File: src/rtl/assert_macros.svh
// Assertion macros for the encoder RTL.
`ifndef ASSERT_MACROS_SVH
`define ASSERT_MACROS_SVH

// Clocked check with an explicit clock and active-low reset.
`define VTCE_ASSERT_AT(label, clk, rst_n, prop, msg) \
  label: assert property (@(posedge clk) disable iff (!rst_n) prop) else $error(msg);

// Same, on the block's own clock and reset.
`define VTCE_ASSERT(label, prop, msg) `VTCE_ASSERT_AT(label, clk_i, rst_ni, prop, msg)

`endif

File: src/rtl/vtce_pkg.sv
// Types, constants and codes for the vector terminal coordinate encoder.
`timescale 1ns / 1ps
`default_nettype none

package vtce_pkg;

  localparam int unsigned COORD_W    = 16;
  localparam int unsigned GAIN_W     = 32;
  localparam int unsigned SCR_W      = 12;
  localparam int unsigned FIELD_W    = 5;
  localparam int unsigned FRAC_W     = 16;
  localparam int unsigned DIFF_W     = COORD_W + 1;
  // signed difference times gain widened by a zero sign bit
  localparam int unsigned PROD_W     = DIFF_W + GAIN_W + 1;
  localparam int unsigned BYTE_W     = 8;
  localparam int unsigned CFG_IDX_W  = 2;
  localparam int unsigned CFG_DATA_W = 32;
  // queue depth, a power of two
  localparam int unsigned QDEPTH     = 4;
  localparam int unsigned QPTR_W     = $clog2(QDEPTH);

  localparam logic [BYTE_W-1:0] CH_GS   = 8'o035;
  localparam logic [BYTE_W-1:0] CH_ESC  = 8'o033;
  localparam logic [BYTE_W-1:0] CH_FF   = 8'o014;
  localparam logic [BYTE_W-1:0] TAG_HI  = 8'o040;
  localparam logic [BYTE_W-1:0] TAG_LOY = 8'o140;
  localparam logic [BYTE_W-1:0] TAG_LOX = 8'o100;

  localparam logic [GAIN_W-1:0] GAIN_RESET = GAIN_W'(1) << FRAC_W;

  typedef enum logic [1:0] {
    OP_DRAW,
    OP_MOVE,
    OP_POINT,
    OP_ERASE
  } op_e;

  typedef enum logic [CFG_IDX_W-1:0] {
    REG_ORIGIN_X,
    REG_ORIGIN_Y,
    REG_GAIN_X,
    REG_GAIN_Y
  } cfg_reg_e;

  // Byte sequencer steps. CMD and ADDR resolve to a concrete byte step.
  typedef enum logic [3:0] {
    SQ_CMD,
    SQ_ADDR,
    SQ_ESC,
    SQ_FF,
    SQ_GS,
    SQ_HIY,
    SQ_LOY,
    SQ_HIX,
    SQ_LOX
  } seq_e;

  typedef struct packed {
    logic signed [COORD_W-1:0] origin_x;
    logic signed [COORD_W-1:0] origin_y;
    logic        [GAIN_W-1:0]  gain_x;
    logic        [GAIN_W-1:0]  gain_y;
  } cfg_t;

  typedef struct packed {
    op_e              op;
    logic [SCR_W-1:0] sx;
    logic [SCR_W-1:0] sy;
  } item_t;

  typedef struct packed {
    logic full;
    logic empty;
  } q_stat_t;

endpackage

`default_nettype wire

File: src/rtl/vtce_if.sv
// Handshake channels: command words in, terminal bytes out, register writes.
`timescale 1ns / 1ps
`default_nettype none

interface vtce_cmd_if import vtce_pkg::*; ();
  logic                      valid;
  logic                      ready;
  logic [1:0]                op;
  logic signed [COORD_W-1:0] coord_x;
  logic signed [COORD_W-1:0] coord_y;

  modport source (output valid, op, coord_x, coord_y, input ready);
  modport sink   (input valid, op, coord_x, coord_y, output ready);
endinterface

interface vtce_byte_if import vtce_pkg::*; ();
  logic              valid;
  logic              ready;
  logic [BYTE_W-1:0] out_byte;
  logic              last;

  modport source (output valid, out_byte, last, input ready);
  modport sink   (input valid, out_byte, last, output ready);
endinterface

interface vtce_cfg_if import vtce_pkg::*; ();
  logic                  valid;
  logic                  ready;
  logic [CFG_IDX_W-1:0]  index;
  logic [CFG_DATA_W-1:0] data;

  modport source (output valid, index, data, input ready);
  modport sink   (input valid, index, data, output ready);
endinterface

`default_nettype wire

File: src/rtl/vtce_queue.sv
// Small FIFO of scaled command words between the front and back ends.
`timescale 1ns / 1ps
`default_nettype none

module vtce_queue import vtce_pkg::*; (
  input  logic    clk_i,
  input  logic    rst_ni,
  input  logic    push_i,
  input  item_t   item_i,
  input  logic    pop_i,
  output item_t   item_o,
  output q_stat_t stat_o
);

  item_t             mem_q [QDEPTH];
  logic [QPTR_W-1:0] wr_q, wr_d;
  logic [QPTR_W-1:0] rd_q, rd_d;
  logic [QPTR_W:0]   cnt_q, cnt_d;
  logic              do_push, do_pop;

  assign stat_o.full  = (cnt_q == (QPTR_W + 1)'(QDEPTH));
  assign stat_o.empty = (cnt_q == '0);
  assign do_push      = push_i && !stat_o.full;
  assign do_pop       = pop_i && !stat_o.empty;
  assign item_o       = mem_q[rd_q];

  always_comb begin
    wr_d  = do_push ? wr_q + 1'b1 : wr_q;
    rd_d  = do_pop ? rd_q + 1'b1 : rd_q;
    cnt_d = cnt_q;
    if (do_push && !do_pop) begin
      cnt_d = cnt_q + 1'b1;
    end else if (do_pop && !do_push) begin
      cnt_d = cnt_q - 1'b1;
    end
  end

  always_ff @(posedge clk_i or negedge rst_ni) begin
    if (!rst_ni) begin
      wr_q  <= '0;
      rd_q  <= '0;
      cnt_q <= '0;
    end else begin
      wr_q  <= wr_d;
      rd_q  <= rd_d;
      cnt_q <= cnt_d;
    end
  end

  always_ff @(posedge clk_i) begin
    if (do_push) begin
      mem_q[wr_q] <= item_i;
    end
  end

endmodule

`default_nettype wire

File: src/rtl/vtce_front.sv
// Front end: takes command words, offsets and scales both coordinates.
`timescale 1ns / 1ps
`default_nettype none

module vtce_front import vtce_pkg::*; (
  input  logic            clk_i,
  input  logic            rst_ni,
  input  cfg_t            cfg_i,
  vtce_cmd_if.sink        cmd_i,
  output logic            push_o,
  output item_t           item_o,
  input  logic            full_i
);

  // Round half up, clamp negatives to zero and large values to full scale.
  function automatic logic [SCR_W-1:0] saturate(input logic signed [PROD_W-1:0] p);
    logic signed [PROD_W-1:0] s;
    s = p + $signed(PROD_W'(1) << (FRAC_W - 1));
    if (s[PROD_W-1]) begin
      return '0;
    end else if (|s[PROD_W-2:FRAC_W+SCR_W]) begin
      return '1;
    end else begin
      return s[FRAC_W+SCR_W-1:FRAC_W];
    end
  endfunction

  // stage 1: differences from origin
  logic                     v1_q;
  op_e                      op1_q;
  logic signed [DIFF_W-1:0] dx1_q, dy1_q;
  // stage 2: products
  logic                     v2_q;
  op_e                      op2_q;
  logic signed [PROD_W-1:0] px2_q, py2_q;

  logic                     en1, en2;
  logic signed [DIFF_W-1:0] dx, dy;
  logic signed [PROD_W-1:0] px, py;

  assign push_o      = v2_q && !full_i;
  assign en2         = !v2_q || !full_i;
  assign en1         = !v1_q || en2;
  assign cmd_i.ready = en1;

  assign dx = DIFF_W'(cmd_i.coord_x) - DIFF_W'(cfg_i.origin_x);
  assign dy = DIFF_W'(cmd_i.coord_y) - DIFF_W'(cfg_i.origin_y);
  // gain is unsigned: a zero sign bit makes the product signed
  assign px = PROD_W'(dx1_q) * PROD_W'($signed({1'b0, cfg_i.gain_x}));
  assign py = PROD_W'(dy1_q) * PROD_W'($signed({1'b0, cfg_i.gain_y}));

  assign item_o.op = op2_q;
  assign item_o.sx = saturate(px2_q);
  assign item_o.sy = saturate(py2_q);

  always_ff @(posedge clk_i or negedge rst_ni) begin
    if (!rst_ni) begin
      v1_q <= 1'b0;
      v2_q <= 1'b0;
    end else begin
      if (en1) begin
        v1_q <= cmd_i.valid;
      end
      if (en2) begin
        v2_q <= v1_q;
      end
    end
  end

  always_ff @(posedge clk_i) begin
    if (en1 && cmd_i.valid) begin
      op1_q <= op_e'(cmd_i.op);
      dx1_q <= dx;
      dy1_q <= dy;
    end
    if (en2 && v1_q) begin
      op2_q <= op1_q;
      px2_q <= px;
      py2_q <= py;
    end
  end

endmodule

`default_nettype wire

File: src/rtl/vtce_back.sv
// Back end: byte sequencer with address history and output register.
`timescale 1ns / 1ps
`default_nettype none

module vtce_back import vtce_pkg::*; (
  input  logic       clk_i,
  input  logic       rst_ni,
  input  item_t      item_i,
  input  logic       empty_i,
  output logic       pop_o,
  output logic       busy_o,
  vtce_byte_if.source out_o
);

  logic                busy_q, busy_d;
  seq_e                seq_q, seq_d;
  logic                second_q, second_d;
  item_t               cur_q, cur_d;
  logic                hv_q, hv_d;
  logic [FIELD_W-1:0]  shy_q, shy_d;
  logic [FIELD_W-1:0]  shx_q, shx_d;
  logic [FIELD_W-1:0]  sly_q, sly_d;
  logic                ov_q, ov_d;
  logic [BYTE_W-1:0]   ob_q, ob_d;
  logic                ol_q, ol_d;

  logic [FIELD_W-1:0]  hix, hiy, lox, loy;
  logic                chg_hix, ld, fin;
  seq_e                addr_first, eff;

  assign hix = cur_q.sx[SCR_W-1 -: FIELD_W];
  assign hiy = cur_q.sy[SCR_W-1 -: FIELD_W];
  assign lox = cur_q.sx[SCR_W-FIELD_W-1 -: FIELD_W];
  assign loy = cur_q.sy[SCR_W-FIELD_W-1 -: FIELD_W];

  assign chg_hix = !hv_q || (hix != shx_q);
  assign ld      = !ov_q || out_o.ready;

  assign out_o.valid    = ov_q;
  assign out_o.out_byte = ob_q;
  assign out_o.last     = ol_q;
  assign busy_o         = busy_q;

  // first byte still owed for the current address, from the history as it stands now
  always_comb begin
    if (!hv_q || (hiy != shy_q)) begin
      addr_first = SQ_HIY;
    end else if (chg_hix || (loy != sly_q)) begin
      addr_first = SQ_LOY;
    end else begin
      addr_first = SQ_LOX;
    end
  end

  always_comb begin
    unique case (seq_q)
      SQ_CMD: begin
        if (cur_q.op == OP_ERASE) begin
          eff = SQ_ESC;
        end else if (cur_q.op == OP_DRAW) begin
          eff = addr_first;
        end else begin
          eff = SQ_GS;
        end
      end
      SQ_ADDR: eff = addr_first;
      default: eff = seq_q;
    endcase
  end

  always_comb begin
    busy_d   = busy_q;
    seq_d    = seq_q;
    second_d = second_q;
    cur_d    = cur_q;
    hv_d     = hv_q;
    shy_d    = shy_q;
    shx_d    = shx_q;
    sly_d    = sly_q;
    ov_d     = ov_q;
    ob_d     = ob_q;
    ol_d     = ol_q;
    fin      = 1'b0;
    pop_o    = 1'b0;

    if (ld) begin
      ov_d = busy_q;
      ol_d = 1'b0;
      if (busy_q) begin
        unique case (eff)
          SQ_ESC: begin
            ob_d  = CH_ESC;
            seq_d = SQ_FF;
          end
          SQ_FF: begin
            ob_d = CH_FF;
            ol_d = 1'b1;
            hv_d = 1'b0;
          end
          SQ_GS: begin
            ob_d  = CH_GS;
            seq_d = SQ_ADDR;
          end
          SQ_HIY: begin
            ob_d  = TAG_HI | BYTE_W'(hiy);
            shy_d = hiy;
            // history flag only rises on low-x, so pick the next step here
            seq_d = (chg_hix || (loy != sly_q)) ? SQ_LOY : SQ_LOX;
          end
          SQ_LOY: begin
            ob_d  = TAG_LOY | BYTE_W'(loy);
            sly_d = loy;
            seq_d = chg_hix ? SQ_HIX : SQ_LOX;
          end
          SQ_HIX: begin
            ob_d  = TAG_HI | BYTE_W'(hix);
            shx_d = hix;
            seq_d = SQ_LOX;
          end
          SQ_LOX: begin
            ob_d = TAG_LOX | BYTE_W'(lox);
            hv_d = 1'b1;
            // point: the repeat address only needs low-x
            if ((cur_q.op == OP_POINT) && !second_q) begin
              second_d = 1'b1;
              seq_d    = SQ_LOX;
            end else begin
              ol_d = 1'b1;
            end
          end
          default: begin
            ob_d = '0;
            ol_d = 1'b1;
          end
        endcase
        fin = ol_d;
      end

      if ((!busy_q || fin) && !empty_i) begin
        pop_o    = 1'b1;
        cur_d    = item_i;
        seq_d    = SQ_CMD;
        second_d = 1'b0;
        busy_d   = 1'b1;
      end else if (fin) begin
        busy_d = 1'b0;
      end
    end
  end

  always_ff @(posedge clk_i or negedge rst_ni) begin
    if (!rst_ni) begin
      busy_q   <= 1'b0;
      seq_q    <= SQ_CMD;
      second_q <= 1'b0;
      hv_q     <= 1'b0;
      shy_q    <= '0;
      shx_q    <= '0;
      sly_q    <= '0;
      ov_q     <= 1'b0;
    end else begin
      busy_q   <= busy_d;
      seq_q    <= seq_d;
      second_q <= second_d;
      hv_q     <= hv_d;
      shy_q    <= shy_d;
      shx_q    <= shx_d;
      sly_q    <= sly_d;
      ov_q     <= ov_d;
    end
  end

  always_ff @(posedge clk_i) begin
    cur_q <= cur_d;
    ob_q  <= ob_d;
    ol_q  <= ol_d;
  end

endmodule

`default_nettype wire

File: src/rtl/vector_terminal_coordinate_encoder_core.sv
// Top level of the vector terminal coordinate encoder.
//
//   channel  dir  payload                    accepted when
//   cfg_i    in   index, data                valid && ready (ready always high)
//   cmd_i    in   op, coord_x, coord_y       valid && ready
//   out_o    out  out_byte, last             valid && ready
//
// A command word passes two register stages (difference, multiply) and is rounded
// and clamped on its way into a four-entry queue; the back-end sequencer then
// sends one byte per cycle while out_o is ready, 1 to 6 bytes per word, six for
// a point command that needs a full address; a word taken while idle is loaded
// before its bytes start. Output stalls fill the queue before cmd_i.ready drops.
// Reset clears the history and the config registers to origin 0 and gain 1.0.
`timescale 1ns / 1ps
`default_nettype none

`include "assert_macros.svh"

module vector_terminal_coordinate_encoder_core import vtce_pkg::*; (
  input  logic        clk_i,
  input  logic        rst_ni,
  vtce_cfg_if.sink    cfg_i,
  vtce_cmd_if.sink    cmd_i,
  vtce_byte_if.source out_o
);

  cfg_t    cfg_q;
  logic    q_push, q_pop, bk_busy;
  item_t   q_in, q_out;
  q_stat_t q_stat;

  assign cfg_i.ready = 1'b1;

  always_ff @(posedge clk_i or negedge rst_ni) begin
    if (!rst_ni) begin
      cfg_q.origin_x <= '0;
      cfg_q.origin_y <= '0;
      cfg_q.gain_x   <= GAIN_RESET;
      cfg_q.gain_y   <= GAIN_RESET;
    end else if (cfg_i.valid) begin
      unique case (cfg_reg_e'(cfg_i.index))
        REG_ORIGIN_X: cfg_q.origin_x <= cfg_i.data[COORD_W-1:0];
        REG_ORIGIN_Y: cfg_q.origin_y <= cfg_i.data[COORD_W-1:0];
        REG_GAIN_X:   cfg_q.gain_x   <= cfg_i.data[GAIN_W-1:0];
        REG_GAIN_Y:   cfg_q.gain_y   <= cfg_i.data[GAIN_W-1:0];
      endcase
    end
  end

  vtce_front u_front (
    .clk_i  (clk_i),
    .rst_ni (rst_ni),
    .cfg_i  (cfg_q),
    .cmd_i  (cmd_i),
    .push_o (q_push),
    .item_o (q_in),
    .full_i (q_stat.full)
  );

  vtce_queue u_queue (
    .clk_i  (clk_i),
    .rst_ni (rst_ni),
    .push_i (q_push),
    .item_i (q_in),
    .pop_i  (q_pop),
    .item_o (q_out),
    .stat_o (q_stat)
  );

  vtce_back u_back (
    .clk_i   (clk_i),
    .rst_ni  (rst_ni),
    .item_i  (q_out),
    .empty_i (q_stat.empty),
    .pop_o   (q_pop),
    .busy_o  (bk_busy),
    .out_o   (out_o)
  );

  `VTCE_ASSERT(a_q_full_empty, !(q_stat.full && q_stat.empty), "queue full and empty at once")
  `VTCE_ASSERT(a_mid_word_busy, (out_o.valid && out_o.ready && !out_o.last) |-> bk_busy, "sequencer idle in the middle of a word")
  `VTCE_ASSERT(a_idle_only_empty, (!bk_busy && $past(bk_busy)) |-> $past(q_stat.empty), "sequencer went idle with words queued")
  `VTCE_ASSERT(a_pop_nonempty, q_pop |-> !q_stat.empty, "pop from empty queue")

endmodule

`default_nettype wire
File: src/flat_wrapper.sv
// flat-port wrapper written by rule: the top's interface ports become plain ports
module vector_terminal_coordinate_encoder_core_flat import vtce_pkg::*;
  (clk_i, rst_ni, cfg_i_valid, cfg_i_index, cfg_i_data, cfg_i_ready, cmd_i_valid, cmd_i_op, cmd_i_coord_x, cmd_i_coord_y, cmd_i_ready, out_o_valid, out_o_out_byte, out_o_last, out_o_ready);
  vtce_cfg_if cfg_i_i ();
  vtce_cmd_if cmd_i_i ();
  vtce_byte_if out_o_i ();
  input  logic clk_i;
  input  logic rst_ni;
  input wire logic [$bits(cfg_i_i.valid)-1:0] cfg_i_valid;
  input wire logic [$bits(cfg_i_i.index)-1:0] cfg_i_index;
  input wire logic [$bits(cfg_i_i.data)-1:0] cfg_i_data;
  output wire logic [$bits(cfg_i_i.ready)-1:0] cfg_i_ready;
  input wire logic [$bits(cmd_i_i.valid)-1:0] cmd_i_valid;
  input wire logic [$bits(cmd_i_i.op)-1:0] cmd_i_op;
  input wire logic [$bits(cmd_i_i.coord_x)-1:0] cmd_i_coord_x;
  input wire logic [$bits(cmd_i_i.coord_y)-1:0] cmd_i_coord_y;
  output wire logic [$bits(cmd_i_i.ready)-1:0] cmd_i_ready;
  output wire logic [$bits(out_o_i.valid)-1:0] out_o_valid;
  output wire logic [$bits(out_o_i.out_byte)-1:0] out_o_out_byte;
  output wire logic [$bits(out_o_i.last)-1:0] out_o_last;
  input wire logic [$bits(out_o_i.ready)-1:0] out_o_ready;
  assign cfg_i_i.valid = cfg_i_valid;
  assign cfg_i_i.index = cfg_i_index;
  assign cfg_i_i.data = cfg_i_data;
  assign cfg_i_ready = cfg_i_i.ready;
  assign cmd_i_i.valid = cmd_i_valid;
  assign cmd_i_i.op = cmd_i_op;
  assign cmd_i_i.coord_x = cmd_i_coord_x;
  assign cmd_i_i.coord_y = cmd_i_coord_y;
  assign cmd_i_ready = cmd_i_i.ready;
  assign out_o_valid = out_o_i.valid;
  assign out_o_out_byte = out_o_i.out_byte;
  assign out_o_last = out_o_i.last;
  assign out_o_i.ready = out_o_ready;
  vector_terminal_coordinate_encoder_core u_core (.clk_i(clk_i), .rst_ni(rst_ni), .cfg_i(cfg_i_i), .cmd_i(cmd_i_i), .out_o(out_o_i));
endmodule
File: config.mk
export PLATFORM = sky130hd
export DESIGN_NAME = vector_terminal_coordinate_encoder_core_flat
export DESIGN_NICKNAME = d
export VERILOG_FILES = /design/src/rtl/vtce_pkg.sv /design/src/rtl/vtce_if.sv /design/src/rtl/vtce_queue.sv /design/src/rtl/vtce_front.sv /design/src/rtl/vtce_back.sv /design/src/rtl/vector_terminal_coordinate_encoder_core.sv /design/src/flat_wrapper.sv
export VERILOG_INCLUDE_DIRS = /design/src /design/src/rtl
export SDC_FILE = /design/constraint.sdc
export NUM_CORES = 2
export LEC_CHECK = 0
export BUFFER_PORTS_ARGS = -buffer_cell sky130_fd_sc_hd__buf_2
export CAP_MARGIN = 20
export CORE_MARGIN = 3
export CORE_UTILIZATION = 35
export CTS_BUF_LIST = sky130_fd_sc_hd__clkbuf_8
export DETAILED_ROUTE_END_ITERATION = 6
export HOLD_SLACK_MARGIN = 0.08
export PLACE_DENSITY = 0.61
export SLEW_MARGIN = 5
export SYNTH_ARGS = -nofsm -noshare
export SYNTH_HDL_FRONTEND = slang
export SYNTH_SLANG_ARGS = --single-unit
File: constraint.sdc
create_clock -name clk_i -period 6.83 [get_ports clk_i]
set_input_delay 0.3415 -clock clk_i [delete_from_list [all_inputs] [get_ports clk_i]]
set_output_delay 0.3415 -clock clk_i [all_outputs]
set_load 0.05 [all_outputs]
After elaboration in Yosys (flattened, before gate mapping)

Memories as Yosys holds them, arrays and structs flattened. A register that Yosys moved wholly into a read port is not among the register bits.
Cells that the tools add are included.

Multiply operators: 2
Equality and inequality tests: 18
Mux-type cells: 32
Add/sub/neg operators: 8
Reduce and logical (&&, ||, !) cells: 53

Operators by type and width:

| cell                                                | number |
|---|---|
| adder 50 x 17 -> 50 bit, second input constant      | 2 |
| multiplier 17 x 33 -> 50 bit                        | 2 |
| one-hot mux 7 bit (7 select lines)                  | 1 |
| two-way mux 12 bit                                  | 4 |
| OR reduction 21 bit                                 | 2 |
| subtractor 16 x 16 -> 17 bit                        | 2 |
| two-way mux 4 bit                                   | 8 |
| one-hot mux 4 bit (6 select lines)                  | 1 |
| equality test 4 x 3 -> 1 bit, second input constant | 4 |
| != test 5 bit                                       | 3 |
| AND reduction 2 bit                                 | 7 |
| two-way mux 1 bit                                   | 13 |
| AND reduction 3 bit                                 | 4 |
| nonzero test 2 bit                                  | 6 |
| zero test 1 bit                                     | 10 |
| logical AND 1 bit                                   | 9 |
| equality test 2 bit, second input constant          | 4 |
| equality test 4 x 2 -> 1 bit, second input constant | 2 |
| one-hot mux 4 bit (2 select lines)                  | 1 |
| AND reduction 4 bit                                 | 2 |
| logical OR 1 bit                                    | 7 |
| nonzero test 7 bit                                  | 1 |
| two-way mux 3 bit                                   | 2 |
| OR reduction 5 bit                                  | 1 |
| other kinds (12)                                    | 15 |

Memory bits (writable): 104
Memories kept: 1
Input bits: 73
Output and inout bits: 12
Register bits: 275

Memories:

| memory               | depth | width | read ports | clocked after memory_dff | write ports | line             | RTL |
|---|---|---|---|---|---|---|---|
| u_core.u_queue.mem_q | 4     | 26    | 1          | 1                        | 1           | vtce_queue.sv:15 | `item_t mem_q [QDEPTH];` |

Longest topological paths before layout

Depth after elaboration: 21
Gate-level depth with buffers: 26
Mapped depth without buffers: 25

By module

Synthesis repeated with hierarchy kept, for this count alone.

Cell total of the unflattened synthesis: 4995
Area, all modules: 50614.8 um^2

Modules (own cells, without submodules):

| module                                  | instances | cells each | sequential area each (um^2) | area an instance (um^2) |
|---|---|---|---|---|
| vtce_front                              | 1         | 4411       | 3293.2                      | 40204.8 |
| vtce_queue                              | 1         | 172        | 3298.2                      | 4230.3 |
| vector_terminal_coordinate_encoder_core | 1         | 206        | 2404.8                      | 3599.7 |
| vtce_back                               | 1         | 206        | 1476.4                      | 2580.0 |

Least setup slack after synthesis

No wires, ideal clock.

Path type: reg-to-reg
Start: register u_core.cfg_q[48] (netlist name)
End: register u_core.u_front.px2_q[43], data pin
Setup time: 0.262 ns
Arrival: 6.217 ns
Cell stages (with the launch flop): 24
Period minus slack after synthesis: 6.480 ns
Slack: 0.350 ns
Cells stage by stage: dfstp_2 > clkbuf_1 > nand2_1 > fa_1 > fa_1 > fa_1 > inv_1 > fa_1 > fa_1 > inv_1 > fa_1 > inv_1 > ha_1 > a211oi_2 > o21bai_1 > nor3_2 > a21oi_1 > a22oi_4 > o31ai_2 > a22o_1 > a221o_1 > nor2b_4 > a2111oi_4 > xnor2_1

Longest elaborated chain between the ends: 1

Ends and longest elaborated chain:

| item                            | line                                          | RTL |
|---|---|---|
| start, declared                 | vector_terminal_coordinate_encoder_core.sv:27 | `cfg_t cfg_q;` |
| multiplier 17 x 33 -> 50 bit    | vtce_front.sv:49                              | `assign px = PROD_W'(dx1_q) * PROD_W'($signed({1'b0, cfg_i.gain_x}));` |
| named net u_core.u_front.px[43] | vtce_front.sv:39                              | `logic signed [PROD_W-1:0] px, py;` |
| end signal, assigned            | vtce_front.sv:78                              | `px2_q <= px;` |
| end, declared                   | vtce_front.sv:35                              | `logic signed [PROD_W-1:0] px2_q, py2_q;` |

The timed path passes the listed nets, and every way through them passes these cells.
A chain may end at the register's enable or synchronous reset.

Final worst setup path

Start: register u_core.u_front.dy1_q[6]
End: register u_core.u_front.py2_q[41], data pin

Longest elaborated chain between the ends: 1

Ends and longest elaborated chain:

| item                            | line             | RTL |
|---|---|---|
| start, declared                 | vtce_front.sv:31 | `logic signed [DIFF_W-1:0] dx1_q, dy1_q;` |
| start signal, assigned          | vtce_front.sv:74 | `dy1_q <= dy;` |
| multiplier 17 x 33 -> 50 bit    | vtce_front.sv:50 | `assign py = PROD_W'(dy1_q) * PROD_W'($signed({1'b0, cfg_i.gain_y}));` |
| named net u_core.u_front.py[41] | vtce_front.sv:39 |  |
| end signal, assigned            | vtce_front.sv:79 | `py2_q <= py;` |
| end, declared                   | vtce_front.sv:35 |  |

The timed path passes the listed nets, and every way through them passes these cells.

==> summary.md <==
| Metric | Value |
|---|---|
| Worst Skew | 0.105 ns |
| Mapped Nets | 6103 |
| Multiplexer area fraction after synthesis | 3.35% |
| Initial antenna violation count | 11 |
| I/O pins | 85 |
| DRT Pass-1 Iters | 6 |
| Synth area leaders | fa_1 (37%), edfxtp_1 (14%), ha_1 (8.9%), inv_1 (8.1%), dfrtp_1 (6.5%) |
| Worst setup EP type | flip-flop |
| # DRC | 0 |
| Top cell type's share of synthesized area | 37.0% |
| Post-DRT Antenna Nets | 0 |
| Area of the core | 138000 um2 |
| Clock slew at reported path FFs | 0.07 ns |
| Worst Hold Class | primary input to flip-flop |
| DR vias | 33200 |
| First-pass GRT wire length | 201000 um |
| Layout area overhead | 13.1% |
| Slew headroom | 28.6% |
| IO buf count | 82 |
| Pin count of the biggest net entering global routing | 73 |
| CP max FO | 8 |
| 1st-iter DRT viols | 1849 |
| Synth Area in Simple Gates | 14.5% |
| CP Class | flip-flop to flip-flop |
| Initial core utilization | 35.3% |
| Ys Warns | 0 |
| RSZ-0062 raised after global routing | yes |
| Clk buf depth | 3 |
| Die W | 379 um |
| Synth cell count leaders | inv_1 (1047), fa_1 (899), nand2_1 (602) |
| Yosys top cell by area | fa_1 |
| Num rows | 136 |
| Async S/R FF share, synth | 36.2% |
| Fin nets | 6347 |
| Dpl hpwl | 102000 um |
| Syn Area/Cell | 10.2 um2 |
| Clk_lat worst skew | 0.74 ns |
| Avg Vias per Cell | 4.83 |
| Die ar. | 143000 um2 |
| Reg2reg path depth | 23 |
| Number of global-route vias before repair | 36000 |
| Synth cell types | 88 |
| Clk sink count | 354 |
| Placer Congestion | 0.868 |
| Worst hold path cell count | 4 |
| WL/cell | 18.5 um |
| Final hold violation count | 0 |
| Post-synth EDFFs | 226 |
| Layout cells sized above 1 | 12.6% |
| Largest family of logic cells by synthesized area | adder cells |
| CTS tree | done |
| Post-Synth Adder-Cell Area | 45.9% |
| F_max | 151 MHz |
| Slew @ Worst Pin | 1.07 ns |
| Max-cap violations | 0 |
| Startpoint class of the critical path | flip-flop |
| Synth Area in Compound Gates | 3.94% |
| Status | complete, no violations |
| Syn Inst Count | 4786 |
| Inserted Clock Buffers | 61 |
| Clock root buffer | clkbuf_8 |
| Post-Synth XOR/XNOR Area | 2.12% |
| Worst setup margin | 0.195 ns |
| Register area share after synthesis | 20.6% |
| CP Data Arrival Time | 7.09 ns |
| Chip height | 379 um |
| H-tree depth | 2 |
| Syn Std Cell Area | 48600 um2 |
| Overall Global Routing Usage | 18.1% |
| Fillers | 13300 |
| Pre-CTS setup slack | -0.0847 ns |
| Most frequent cell after synthesis | inv_1 |
| Ys flop type | edfxtp_1 |
| Min cycle time layout | 6.64 ns |
| Crit path required time | 7.29 ns |
| Final setup fails | 0 |
| Total grt overflow | 0 |
| FF+latch count, synth | 354 |
| Routed wire length | 127000 um |
| Ratio of final minimum period to clock period | 97.2% |
| Slew Viols, Final | 0 |
## placed cells by master, fill, tap and decap left out, types with 29 or more instances in the layout
cell / Yosys / layout
a21oi_1: 96 / 93
and2_1: 496 / 495
dfrtp_1: 126 / 108
o21ai_0: 51 / 47
nor3_1: 30 / 29
xor2_1: 34 / 33
clkbuf_8: 0 / 64
ha_1: 345 / 337
inv_1: 1047 / 1058
nor2_1: 129 / 127
buf_2: 5 / 81
buf_12: 0 / 29
buf_4: 3 / 206
edfxtp_1: 226 / 226
fa_1: 899 / 891
nand2_1: 602 / 600
mux2_2: 97 / 97
xnor2_1: 82 / 82
dlygate4sd3_1: 0 / 48
## layout make-up
type                            count  area (um2)  share of cell area (%)
Tap cell                         1794        2240                    4.08
Clock buffer                       64         881                    1.60
Inverter                         1048        3940                    7.16
Sequential cell                   354       10000                    18.2
Clock inverter                     51         482                   0.876
Antenna cell                        7        17.5                  0.0319
Multi-Input combinational cell   3190       34200                    62.2
Timing Repair Buffer              375        3190                    5.81
## what timing repair did
| item | in CTS | in global routing |
|---|---|---|
| endpoints found under the hold margin | 153 | 0 |
| resized for setup | 5 | 69 |
| setup endpoints to repair | 8 | 28 |
| pin swaps | 1 | 36 |
| gates cloned | 0 | 3 |
| hold buffers | 48 | 0 |
| setup buffers | 3 | 18 |
## cell families after synthesis
logic type | after synthesis
other | 2
AO/OA/AOI/OAI | 287
multiplexers | 123
buffers and inverters | 1242
adder cells (fa/ha/maj) | 1244
AND/OR/NAND/NOR | 1417
XOR/XNOR | 117
flip-flops | 354
## stage by stage
step	std cells	TNS (ns)	hold slack, ns	util, %	cell area [um2]
global placement	6686	0	0.377	38.1	52500
floorplan	4786	0	0.0459	-	48600
CTS	6852	0	0.0830	39.5	54400
global route	6880	-0.330	0.129	39.9	55000
detailed placement	6686	-0.361	0.391	38.1	52500
finish	6883	0	0.153	39.9	55000
## per-layer routing
layer  up-vias  GRT usage (%)  part of all wire, %
li1      15000              -                    -
met1     17100           24.5                   43
met3       218           2.74                  6.1
met2       905           29.7                   47
met5         -              0                0.010
met4         2           5.92                  3.4
## state kept, by name (all words and copies together), names as in the netlist, 3 cells and up
name / cells
u_core.cfg_q: 96
u_core.u_queue.mem_q: 88
u_core.u_front.px2_q: 35
u_core.u_front.py2_q: 35
u_core.u_back.cur_q: 22
u_core.u_front.dx1_q: 17
u_core.u_front.dy1_q: 17
u_core.u_back.out_o.out_byte: 7
u_core.u_back.shx_q: 5
u_core.u_back.shy_q: 5
u_core.u_back.sly_q: 5
u_core.u_back.seq_q: 4
u_core.u_queue.cnt_q: 3
## worst max-delay path, cell delays in order (launching register included)
cell and delay, ns:
edfxtp_1 0.44, buf_4 0.20, and2_1 0.15, fa_1 0.50, inv_1 0.05, fa_1 0.48
fa_1 0.54, inv_1 0.06, fa_1 0.51, fa_1 0.44, fa_1 0.52, ha_1 0.35
a21oi_1 0.24, o21ai_2 0.15, o31ai_4 0.34, a2111oi_4 0.05, buf_4 0.17, nor2_4 0.13
a21oi_4 0.09, a311oi_4 0.32, o21ai_2 0.14, a31o_1 0.26, a21oi_2 0.15, xnor2_1 0.08
## final timing paths
path / startpoint / to / slack [ns]
setup / recovery: u_core.u_front.dy1_q[6] / u_core.u_front.py2_q[41] / 0.19
hold / removal: cmd_i_coord_x[1] / u_core.u_front.dx1_q[1] / 0.15
setup reg to reg: u_core.u_front.dy1_q[6] / u_core.u_front.py2_q[41] / 0.19
hold reg to reg: u_core.u_front.op1_q[0] / u_core.u_front.op2_q[0] / 0.45
max in group asynchronous: rst_ni / u_core.cfg_q[57] / 5.03
min in group asynchronous: rst_ni / u_core.cfg_q[33] / 0.22
Power is left out: the tool's default activity adds up to more than one toggle a clock period on the data nets, which glitch-free logic cannot reach.
